### src/rtl/hard_stop_homing_sequencer_top_defines.svh
// Assertion macros for the homing sequencer
`ifndef HARD_STOP_HOMING_SEQUENCER_TOP_DEFINES_SVH
`define HARD_STOP_HOMING_SEQUENCER_TOP_DEFINES_SVH

// same-cycle implication, checked outside reset
`define HSH_ASSERT_NOW(lbl, ante, cons) \
   lbl: assert property (@(posedge clock) disable iff (reset) (ante) |-> (cons)) \
      else $error("hard stop homing check failed");

// next-cycle implication, checked outside reset
`define HSH_ASSERT_NEXT(lbl, ante, cons) \
   lbl: assert property (@(posedge clock) disable iff (reset) (ante) |=> (cons)) \
      else $error("hard stop homing check failed");

`endif

### src/rtl/hsh_pkg.sv
// Types and constants shared by the homing sequencer
package hsh_pkg;

   localparam int DataWidth  = 32;
   localparam int StallTicks = 100;
   localparam int CountWidth = 8;
   localparam int CsrIdxWidth = 3;

   localparam logic [CsrIdxWidth-1:0] CSR_SEARCH_VEL = 3'd0;
   localparam logic [CsrIdxWidth-1:0] CSR_STALL_VEL  = 3'd1;
   localparam logic [CsrIdxWidth-1:0] CSR_CENTER_EN  = 3'd2;
   localparam logic [CsrIdxWidth-1:0] CSR_RETURN_EN  = 3'd3;
   localparam logic [CsrIdxWidth-1:0] CSR_RETURN_TGT = 3'd4;
   localparam logic [CsrIdxWidth-1:0] CSR_RETURN_TOL = 3'd5;

   localparam logic [1:0] PHASE_INIT = 2'd0;
   localparam logic [1:0] PHASE_POS  = 2'd1;
   localparam logic [1:0] PHASE_NEG  = 2'd2;
   localparam logic [1:0] PHASE_CAL  = 2'd3;

   localparam logic [1:0] DRIVE_NONE = 2'd0;
   localparam logic [1:0] DRIVE_VEL  = 2'd1;
   localparam logic [1:0] DRIVE_POS  = 2'd2;

   typedef enum logic [3:0] {
      ST_INIT = 4'b0001,
      ST_POS  = 4'b0010,
      ST_NEG  = 4'b0100,
      ST_CAL  = 4'b1000
   } state_type;

   typedef struct packed {
      logic                        restart;
      logic signed [DataWidth-1:0] joint_speed;
      logic signed [DataWidth-1:0] actuator_pos;
      logic signed [DataWidth-1:0] current_offset;
      logic                        halted;
      logic signed [DataWidth-1:0] joint_pos;
   } req_type;

   typedef struct packed {
      logic [1:0]                  phase;
      logic [1:0]                  drive_mode;
      logic signed [DataWidth-1:0] drive_command;
      logic                        offset_write;
      logic signed [DataWidth-1:0] new_offset;
      logic                        calibrated;
      logic                        done_res;
   } rsp_type;

endpackage

### src/rtl/hard_stop_homing_sequencer_top.sv
// Hard-stop homing sequencer: input register, one pass of logic, result register
//
//   channel  direction  handshake              payload
//   req      in         req_valid / req_stall  req_data  (req_type)
//   rsp      out        rsp_valid / rsp_stall  rsp_data  (rsp_type)
//   csr      in         csr_wr_en              csr_index, csr_wdata
//
// req passes both registers to rsp_valid; one transaction per cycle unless stalled.
// The sequencing state updates as a transaction leaves the input register.
// reset clears state, handshake flags and configuration registers synchronously.
// req_stall rises only while the input register is full and the result is stalled.
`include "hard_stop_homing_sequencer_top_defines.svh"

module hard_stop_homing_sequencer_top
   import hsh_pkg::*;
(
   input  logic                   clock,
   input  logic                   reset,
   input  logic                   req_valid,
   output logic                   req_stall,
   input  req_type                req_data,
   output logic                   rsp_valid,
   input  logic                   rsp_stall,
   output rsp_type                rsp_data,
   input  logic                   csr_wr_en,
   input  logic [CsrIdxWidth-1:0] csr_index,
   input  logic [DataWidth-1:0]   csr_wdata
);

   logic [DataWidth-1:0]   search_vel_ff;
   logic [DataWidth-2:0]   stall_vel_ff;
   logic                   center_en_ff;
   logic                   return_en_ff;
   logic [DataWidth-1:0]   return_tgt_ff;
   logic [DataWidth-2:0]   return_tol_ff;

   logic                   in_valid_ff, in_valid_in;
   req_type                in_data_ff;
   logic                   rsp_valid_ff, rsp_valid_in;
   rsp_type                rsp_data_ff, rsp_data_in;

   state_type              state_ff, state_in;
   logic signed [CountWidth-1:0] count_ff, count_in;
   logic [DataWidth-1:0]   pos_stop_ff, pos_stop_in;
   logic                   returned_ff, returned_in;
   logic                   cal_ff, cal_in;
   logic [DataWidth-1:0]   held_ff, held_in;

   logic                   out_load;
   logic                   fire;
   logic                   req_take;
   logic [DataWidth-1:0]   speed_mag;
   logic                   slow;
   logic [DataWidth-1:0]   mean_x;
   logic [DataWidth-1:0]   mean;
   logic [DataWidth-1:0]   ret_diff;
   logic signed [CountWidth-1:0] count_dec;
   state_type              state_cur;

   logic                   rsp_cal_phase;
   logic                   rsp_has_wr;
   logic                   rsp_no_drive;

   assign out_load  = !rsp_valid_ff || !rsp_stall;
   assign fire      = in_valid_ff && out_load;
   assign req_stall = in_valid_ff && !out_load;
   assign req_take  = req_valid && !req_stall;
   assign rsp_valid = rsp_valid_ff;
   assign rsp_data  = rsp_data_ff;

   always_ff @(posedge clock) begin
      if (reset) begin
         search_vel_ff <= '0;
         stall_vel_ff  <= '0;
         center_en_ff  <= 1'b0;
         return_en_ff  <= 1'b0;
         return_tgt_ff <= '0;
         return_tol_ff <= '0;
      end else if (csr_wr_en) begin
         unique case (csr_index)
            CSR_SEARCH_VEL: search_vel_ff <= csr_wdata;
            CSR_STALL_VEL:  stall_vel_ff  <= csr_wdata[DataWidth-2:0];
            CSR_CENTER_EN:  center_en_ff  <= csr_wdata[0];
            CSR_RETURN_EN:  return_en_ff  <= csr_wdata[0];
            CSR_RETURN_TGT: return_tgt_ff <= csr_wdata;
            CSR_RETURN_TOL: return_tol_ff <= csr_wdata[DataWidth-2:0];
            default: ;
         endcase
      end
   end

   always_comb begin
      in_valid_in = in_valid_ff;
      if (req_take) begin
         in_valid_in = 1'b1;
      end else if (out_load) begin
         in_valid_in = 1'b0;
      end
      rsp_valid_in = rsp_valid_ff;
      if (out_load) begin
         rsp_valid_in = in_valid_ff;
      end
   end

   always_comb begin
      speed_mag = in_data_ff.joint_speed[DataWidth-1] ?
                  (DataWidth'(0) - in_data_ff.joint_speed) : in_data_ff.joint_speed;
      slow      = speed_mag < {1'b0, stall_vel_ff};
      mean_x    = in_data_ff.actuator_pos ^ pos_stop_ff;
      mean      = (in_data_ff.actuator_pos & pos_stop_ff) +
                  {mean_x[DataWidth-1], mean_x[DataWidth-1:1]};
      ret_diff  = ($signed(in_data_ff.joint_pos) >= $signed(return_tgt_ff)) ?
                  (in_data_ff.joint_pos - return_tgt_ff) :
                  (return_tgt_ff - in_data_ff.joint_pos);
      count_dec = count_ff - CountWidth'(1);

      state_cur   = in_data_ff.restart ? ST_INIT : state_ff;
      cal_in      = in_data_ff.restart ? 1'b0 : cal_ff;
      state_in    = state_cur;
      count_in    = count_ff;
      pos_stop_in = pos_stop_ff;
      returned_in = returned_ff;
      held_in     = held_ff;
      rsp_data_in = '0;

      unique case (state_cur)
         ST_INIT: begin
            held_in  = search_vel_ff;
            count_in = CountWidth'(StallTicks);
            state_in = ST_POS;
         end
         ST_POS: begin
            count_in = (slow && !in_data_ff.halted) ? count_dec : CountWidth'(StallTicks);
            if (count_in[CountWidth-1]) begin
               held_in = '0;
               if (!center_en_ff) begin
                  rsp_data_in.new_offset   = in_data_ff.current_offset - in_data_ff.actuator_pos;
                  rsp_data_in.offset_write = 1'b1;
                  cal_in   = 1'b1;
                  state_in = ST_CAL;
                  if (!return_en_ff) begin
                     returned_in = 1'b1;
                  end
               end else begin
                  pos_stop_in = in_data_ff.actuator_pos;
                  count_in    = CountWidth'(StallTicks);
                  held_in     = DataWidth'(0) - search_vel_ff;
                  state_in    = ST_NEG;
               end
            end
            rsp_data_in.drive_mode    = DRIVE_VEL;
            rsp_data_in.drive_command = held_in;
         end
         ST_NEG: begin
            count_in = slow ? count_dec : CountWidth'(StallTicks);
            if (count_in[CountWidth-1]) begin
               held_in = '0;
               rsp_data_in.new_offset   = in_data_ff.current_offset - mean;
               rsp_data_in.offset_write = 1'b1;
               cal_in   = 1'b1;
               state_in = ST_CAL;
               if (!return_en_ff) begin
                  returned_in = 1'b1;
               end
            end
            rsp_data_in.drive_mode    = DRIVE_VEL;
            rsp_data_in.drive_command = held_in;
         end
         ST_CAL: begin
            if (return_en_ff) begin
               if (ret_diff < {1'b0, return_tol_ff}) begin
                  returned_in = 1'b1;
               end
               rsp_data_in.drive_mode    = DRIVE_POS;
               rsp_data_in.drive_command = return_tgt_ff;
            end else begin
               rsp_data_in.drive_mode    = DRIVE_VEL;
               rsp_data_in.drive_command = held_ff;
            end
         end
         default: begin
            state_in = ST_INIT;
         end
      endcase

      unique case (state_in)
         ST_INIT: rsp_data_in.phase = PHASE_INIT;
         ST_POS:  rsp_data_in.phase = PHASE_POS;
         ST_NEG:  rsp_data_in.phase = PHASE_NEG;
         ST_CAL:  rsp_data_in.phase = PHASE_CAL;
         default: rsp_data_in.phase = PHASE_INIT;
      endcase
      rsp_data_in.calibrated = cal_in;
      rsp_data_in.done_res   = (state_in == ST_CAL) && returned_in;
   end

   always_ff @(posedge clock) begin
      if (reset) begin
         in_valid_ff  <= 1'b0;
         rsp_valid_ff <= 1'b0;
         state_ff     <= ST_INIT;
         count_ff     <= CountWidth'(StallTicks);
         pos_stop_ff  <= '0;
         returned_ff  <= 1'b0;
         cal_ff       <= 1'b0;
         held_ff      <= '0;
      end else begin
         in_valid_ff  <= in_valid_in;
         rsp_valid_ff <= rsp_valid_in;
         if (fire) begin
            state_ff    <= state_in;
            count_ff    <= count_in;
            pos_stop_ff <= pos_stop_in;
            returned_ff <= returned_in;
            cal_ff      <= cal_in;
            held_ff     <= held_in;
         end
      end
   end

   always_ff @(posedge clock) begin
      if (req_take) begin
         in_data_ff <= req_data;
      end
      if (fire) begin
         rsp_data_ff <= rsp_data_in;
      end
   end

   assign rsp_cal_phase = (rsp_data_ff.phase == PHASE_CAL);
   assign rsp_has_wr    = rsp_valid_ff && rsp_data_ff.offset_write;
   assign rsp_no_drive  = rsp_valid_ff && (rsp_data_ff.drive_mode == DRIVE_NONE);

   `HSH_ASSERT_NOW(a_offset_sets_cal, rsp_has_wr, rsp_data_ff.calibrated && rsp_cal_phase)
   `HSH_ASSERT_NOW(a_done_needs_cal, rsp_valid_ff && rsp_data_ff.done_res, rsp_cal_phase)
   `HSH_ASSERT_NOW(a_idle_drive_zero, rsp_no_drive, rsp_data_ff.drive_command == '0)
   `HSH_ASSERT_NEXT(a_blocked_item_held, req_stall, in_valid_ff && $stable(in_data_ff))

endmodule

### config.mk
export PLATFORM = sky130hd
export DESIGN_NAME = hard_stop_homing_sequencer_top
export DESIGN_NICKNAME = d
export VERILOG_FILES = /design/src/rtl/hsh_pkg.sv /design/src/rtl/hard_stop_homing_sequencer_top.sv
export VERILOG_INCLUDE_DIRS = /design/src /design/src/rtl
export SDC_FILE = /design/constraint.sdc
export NUM_CORES = 1
export LEC_CHECK = 0
export ABC_AREA = 1
export BUFFER_PORTS_ARGS = -buffer_cell sky130_fd_sc_hd__buf_4
export CAP_MARGIN = 0
export CORE_MARGIN = 5
export CORE_UTILIZATION = 58
export DETAILED_ROUTE_END_ITERATION = 8
export GPL_TIMING_DRIVEN = 0
export PLACE_DENSITY = 0.78
export SLEW_MARGIN = 20
export SYNTH_ARGS = -nofsm -noshare
export SYNTH_HDL_FRONTEND = slang
export SYNTH_SLANG_ARGS = --single-unit
### constraint.sdc
create_clock -name clock -period 5.3 [get_ports clock]
set_clock_uncertainty 0.2 [all_clocks]
set_input_delay 0.53 -clock clock [delete_from_list [all_inputs] [get_ports clock]]
set_output_delay 0.53 -clock clock [all_outputs]
set_load 0.01 [all_outputs]
==> flow_results.org <==
** Logic synthesis
- Number of synthesized flops with an enable pin :: roughly 200
- Most frequent cell after synthesis :: nand2_1
- By area the synthesized netlist is led by edfxtp_1 23%, dfxtp_1 16%, ha_1 10%.
- Synthesis instantiated 54 different standard cells from the library.
- Yosys printed 0 warnings.
- Sequential share of the synthesized area :: about two fifths
- Fraction of registers with async set/reset :: 0%
- Synthesized area per cell :: approximately 8 um^2
- Flip-flop and latch count after synthesis :: between 400 and 500
- The most used flip-flop cell after synthesis is dfxtp_1.
- Synthesis produced a netlist with a net count of approximately 3,800.
- Summed over all instances, the cell type with the most area after synthesis is edfxtp_1.
- In this run the biggest area consumer among cell types represents approximately 23% of the synthesized area.
- Post-Synthesis Cell Area :: 0.0264 mm^2
- Most instantiated cells after synthesis :: 563 x nand2_1, 506 x inv_1, 418 x a21oi_1, 261 x o21ai_0, 221 x ha_1
- Synth Instances :: around 3,400

** Setup path
- The worst setup path is launched from a flop.
- Data on the critical path is required at its endpoint by 5.48 ns.
- CP Max Fanout :: 10
- Arrival time at the worst endpoint :: 5.25 ns
- The worst register-to-register path ends at rsp_data[4].
- The worst setup path is of the reg -> reg kind.
- Slack of the worst reg-to-reg path :: 0.23 ns
- STA classifies the critical path endpoint as a flop.
- Critical path origin :: in_data_ff[97]
- Worst R2R Start :: in_data_ff[97]
- For the worst flop-to-flop path, the logic depth is 27.

** Run
- MaxCap Viol Count :: 0

** Pwr
- Leakage power total :: between 10 and 15 nW
- IR analysis of the VDD net gives a maximum drop of ~390 uV.
- Summed over all nets, the switching power comes to between 0.002 and 0.003 W.
- Flop pwr share :: around two fifths
- Internal power comes to ~0.0061 W.
- Proportion of power drawn by combinational gates :: 23.4%
- The share of total power dissipated in the clock network is between 30% and 40%.
- For this design the ratio of total power to cell area is between 200 and 300 mW/mm^2.
- Share of total power consumed by net switching :: between 30% and 40%

** Detailed routing
- The final route contains 25,500 vias.
- Number of vias per cell :: a little under 6
- Sum of routed wire length over all layers :: slightly below 90,000 um
- Once detail routing completed, the nets flagged for antenna violations numbered 0.
- DR iter-0 viols :: 2,556
- Count of TritonRoute iterations in the first routing pass :: 6
- DRC Markers :: 0
- Dividing the detail-routed wire length by the instance count gives between 20 and 25 um.

** Clocking
- The clock passes through at most 3 buffers.
- The tree built by TritonCTS fans out to between 400 and 500 sinks.
- H-Tree Level Count :: 2
- At the later pin of the worst-skew pair, clock insertion delay measures roughly 0.60 ns.
- Clock tree root driver cell :: clkbuf_16
- TritonCTS built the clock tree.
- Clock-pin slew reported for the worst setup and hold paths after clock tree synthesis :: 0.06 ns
- Clock tree synthesis inserted a total of 45 buffers.

** Timing
- Final Slew Violations :: 0
- Post-route clock period utilization :: 95.6%
- Timing would allow up to roughly 0.20 GHz.
- Setup violations remaining at the end of the flow were counted as 0.
- The total count of hold-check failures in the final report was 0.
- Worst path setup slack after routing :: around 0.23 ns
- Worst rel slew slack :: between 30 and 40%
- The routed design could run at a clock period as short as just over 5 ns.
- After routing, the total negative slack on setup checks comes to 0 ns.
- At the pin with the least slew margin, the transition time is between 0.9 and 1 ns.

** Floorplanning
- Once the floorplan was initialized, standard cells occupied 58.4% of the core.
- The floorplan step defined a die boundary enclosing 0.0499 mm^2.
- Die extent in x :: roughly 220 um
- CORE AREA :: 0.0452 mm^2
- The floorplan has 78 rows.
- In this run the vertical extent of the chip is 223 um.
- I/O pin cnt :: between 200 and 250

** Placement
- Input and output buffers added on the ports amount to ~240.
- Half-perimeter wire length of the detailed placement result :: 66,400 um
- Prior to clock tree synthesis, the placed netlist has a worst setup slack of about 0.088 ns.
- Global placer's final weighted congestion :: roughly 1

** Cells and area
- The layout has approximately 3,600 filler cells.
- Fraction of final layout cells with drive strength greater than 1 :: between 10% and 20%
- Final Net Count :: between 4,000 and 5,000
- Final core utilization :: a little over two thirds
- Layout overhead on the synthesized area :: 20.9%

** GRT
- Wire length of the first global-routing pass :: around 130,000 um
- Total global routing overflow :: 0
- Entering global routing, the biggest net connects 91 pins.
- Across every metal layer, demand over resource in global routing totals ~34%.
- The number of global-route vias before repair was ~24,000.
- Initial antenna violation count :: 6

** Min path
- The tightest min-delay check is of the in -> reg type.
- Worst hold path depth :: 3
- Hold Path Sink :: return_tol_ff[0]
- Hold path start :: csr_wdata[0]

** Status
- The flow ran to the end, and the final reports show no timing, DRC or antenna violations.
state kept, by name (all words and copies together), names as in the netlist:
register / count
returned_ff: 1
held_ff: 32
cal_ff: 1
in_valid_ff: 1
stall_vel_ff: 31
search_vel_ff: 32
count_ff: 8
state_ff: 4
return_tol_ff: 31
rsp_valid: 1
in_data_ff: 130
rsp_data: 71
return_tgt_ff: 32
center_en_ff: 1
pos_stop_ff: 32
return_en_ff: 1
routing by layer:
| metal | part of all wire [%] | GRT usage [%] |
|---|---|---|
| met5 | 0.042 | 0 |
| met3 | 7.7 | 5.12 |
| met4 | 5.8 | 17.5 |
| met2 | 46 | 56.2 |
| met1 | 40 | 44.0 |
cell families (layout without fill, tap and decap cells):
group	after synthesis	count (layout)	share of synthesized area (%)
compound gates	857	857	17.4
flops	409	409	38.6
buf+inv	625	1085	9.12
mux	3	3	0.114
xor+xnor	113	113	3.78
simple gates	1097	1097	17.9
other cells	0	1	0
fa+ha+maj	255	255	13.1
layout by cell type, fill, tap and decap left out, types with 5 or more instances in the layout:
cell           instances
a21boi_0               5
a21o_1                10
a21oi_1              418
a22oi_1               32
a31oi_1                7
buf_2                 16
buf_4                245
buf_6                  5
clkbuf_1              85
clkbuf_16             45
clkinv_1               9
clkinv_2               7
dfxtp_1              207
dlygate4sd3_1        130
edfxtp_1             201
fa_1                  34
ha_1                 217
inv_1                505
inv_2                  7
inv_6                  7
nand2_1              563
nand3_1              203
nand3b_1               5
nand4_1               58
nor2_1               199
nor2_2                 6
nor3_1                25
nor4_1                 8
o211ai_1              12
o21a_1                12
o21ai_0              259
o21ai_1               50
o21bai_1               8
o221ai_1               5
o22ai_1               22
o31ai_1                5
or2_2                 13
xnor2_1               49
xor2_1                63
stage by stage:
| stage | power (W) | hold WS, ns | area (um^2) | std cells |
|---|---|---|---|---|
| after detailed placement | 0.00551 | 0.241 | 29000 | 4204 |
| after global placement | 0.00549 | 0.234 | 29000 | 4201 |
| after floorplan | 0.00490 | 0.224 | 26400 | 3359 |
| after CTS | 0.00878 | 0.0190 | 31800 | 4418 |
| final | 0.00883 | 0.0576 | 31900 | 4420 |
| after global routing | 0.00923 | 0.0574 | 31900 | 4419 |
how the worst max path moves through the flow:
stage / end / depth (start not counted)
floorplan: in_data_ff[0] / 5
global placement: pos_stop_ff[31] / 9
detailed placement: rsp_data[0] / 35
CTS: rsp_data[15] / 24
global route: rsp_data[15] / 22
finish: rsp_data[4] / 27
power by group through the flow:
stage               Sequential [W]  Clock, W  Combinational [W]
floorplan                  0.00359         0            0.00131
finish                     0.00355   0.00322            0.00206
CTS                        0.00354   0.00324            0.00200
global placement           0.00362         0            0.00186
global route               0.00356   0.00338            0.00229
detailed placement         0.00361         0            0.00190
layout make-up:
type                            count  area (um^2)  area share, %
Buffer                            107          472           1.48
Multi-Input combinational cell   2325        13800           43.4
Sequential cell                   409        10200           32.0
Antenna cell                        1         2.50        0.00784
Clock inverter                     29          299          0.937
Tap cell                          600          751           2.35
Timing Repair Buffer              376         3190           10.0
Inverter                          518         1950           6.11
Clock buffer                       55         1200           3.77
critical path: stages, from the launching register on:
cell      delay (ns)
edfxtp_1        0.38
inv_1           0.11
ha_1            0.15
inv_1           0.05
nor3_1          0.21
nor3b_2         0.24
nand2_1         0.11
nor3_2          0.24
nand2_1         0.17
nor2_1          0.11
nand2_1         0.06
nand2_1         0.10
o21ai_0         0.17
nor2_1          0.18
xor2_1          0.28
ha_1            0.28
nand2_1         0.08
or2_2           0.10
nand2_1         0.06
inv_1           0.06
nor2_1          0.04
nor2_1          0.09
nand2_1         0.09
nor2_4          0.35
nand3_4         0.27
inv_1           0.40
nand3_1         0.13
o31ai_1         0.13
repair_timing:
| item | 4_1_cts | 5_1_grt |
|---|---|---|
| endpoints found under the setup margin | 0 | 144 |
| resized for setup | 0 | 20 |
| hold buffers | 130 | 0 |
| hold endpoints to repair | 130 | 0 |
| buffers inserted | 0 | 1 |
No activity file was read; power rests on OpenSTA's default activity.
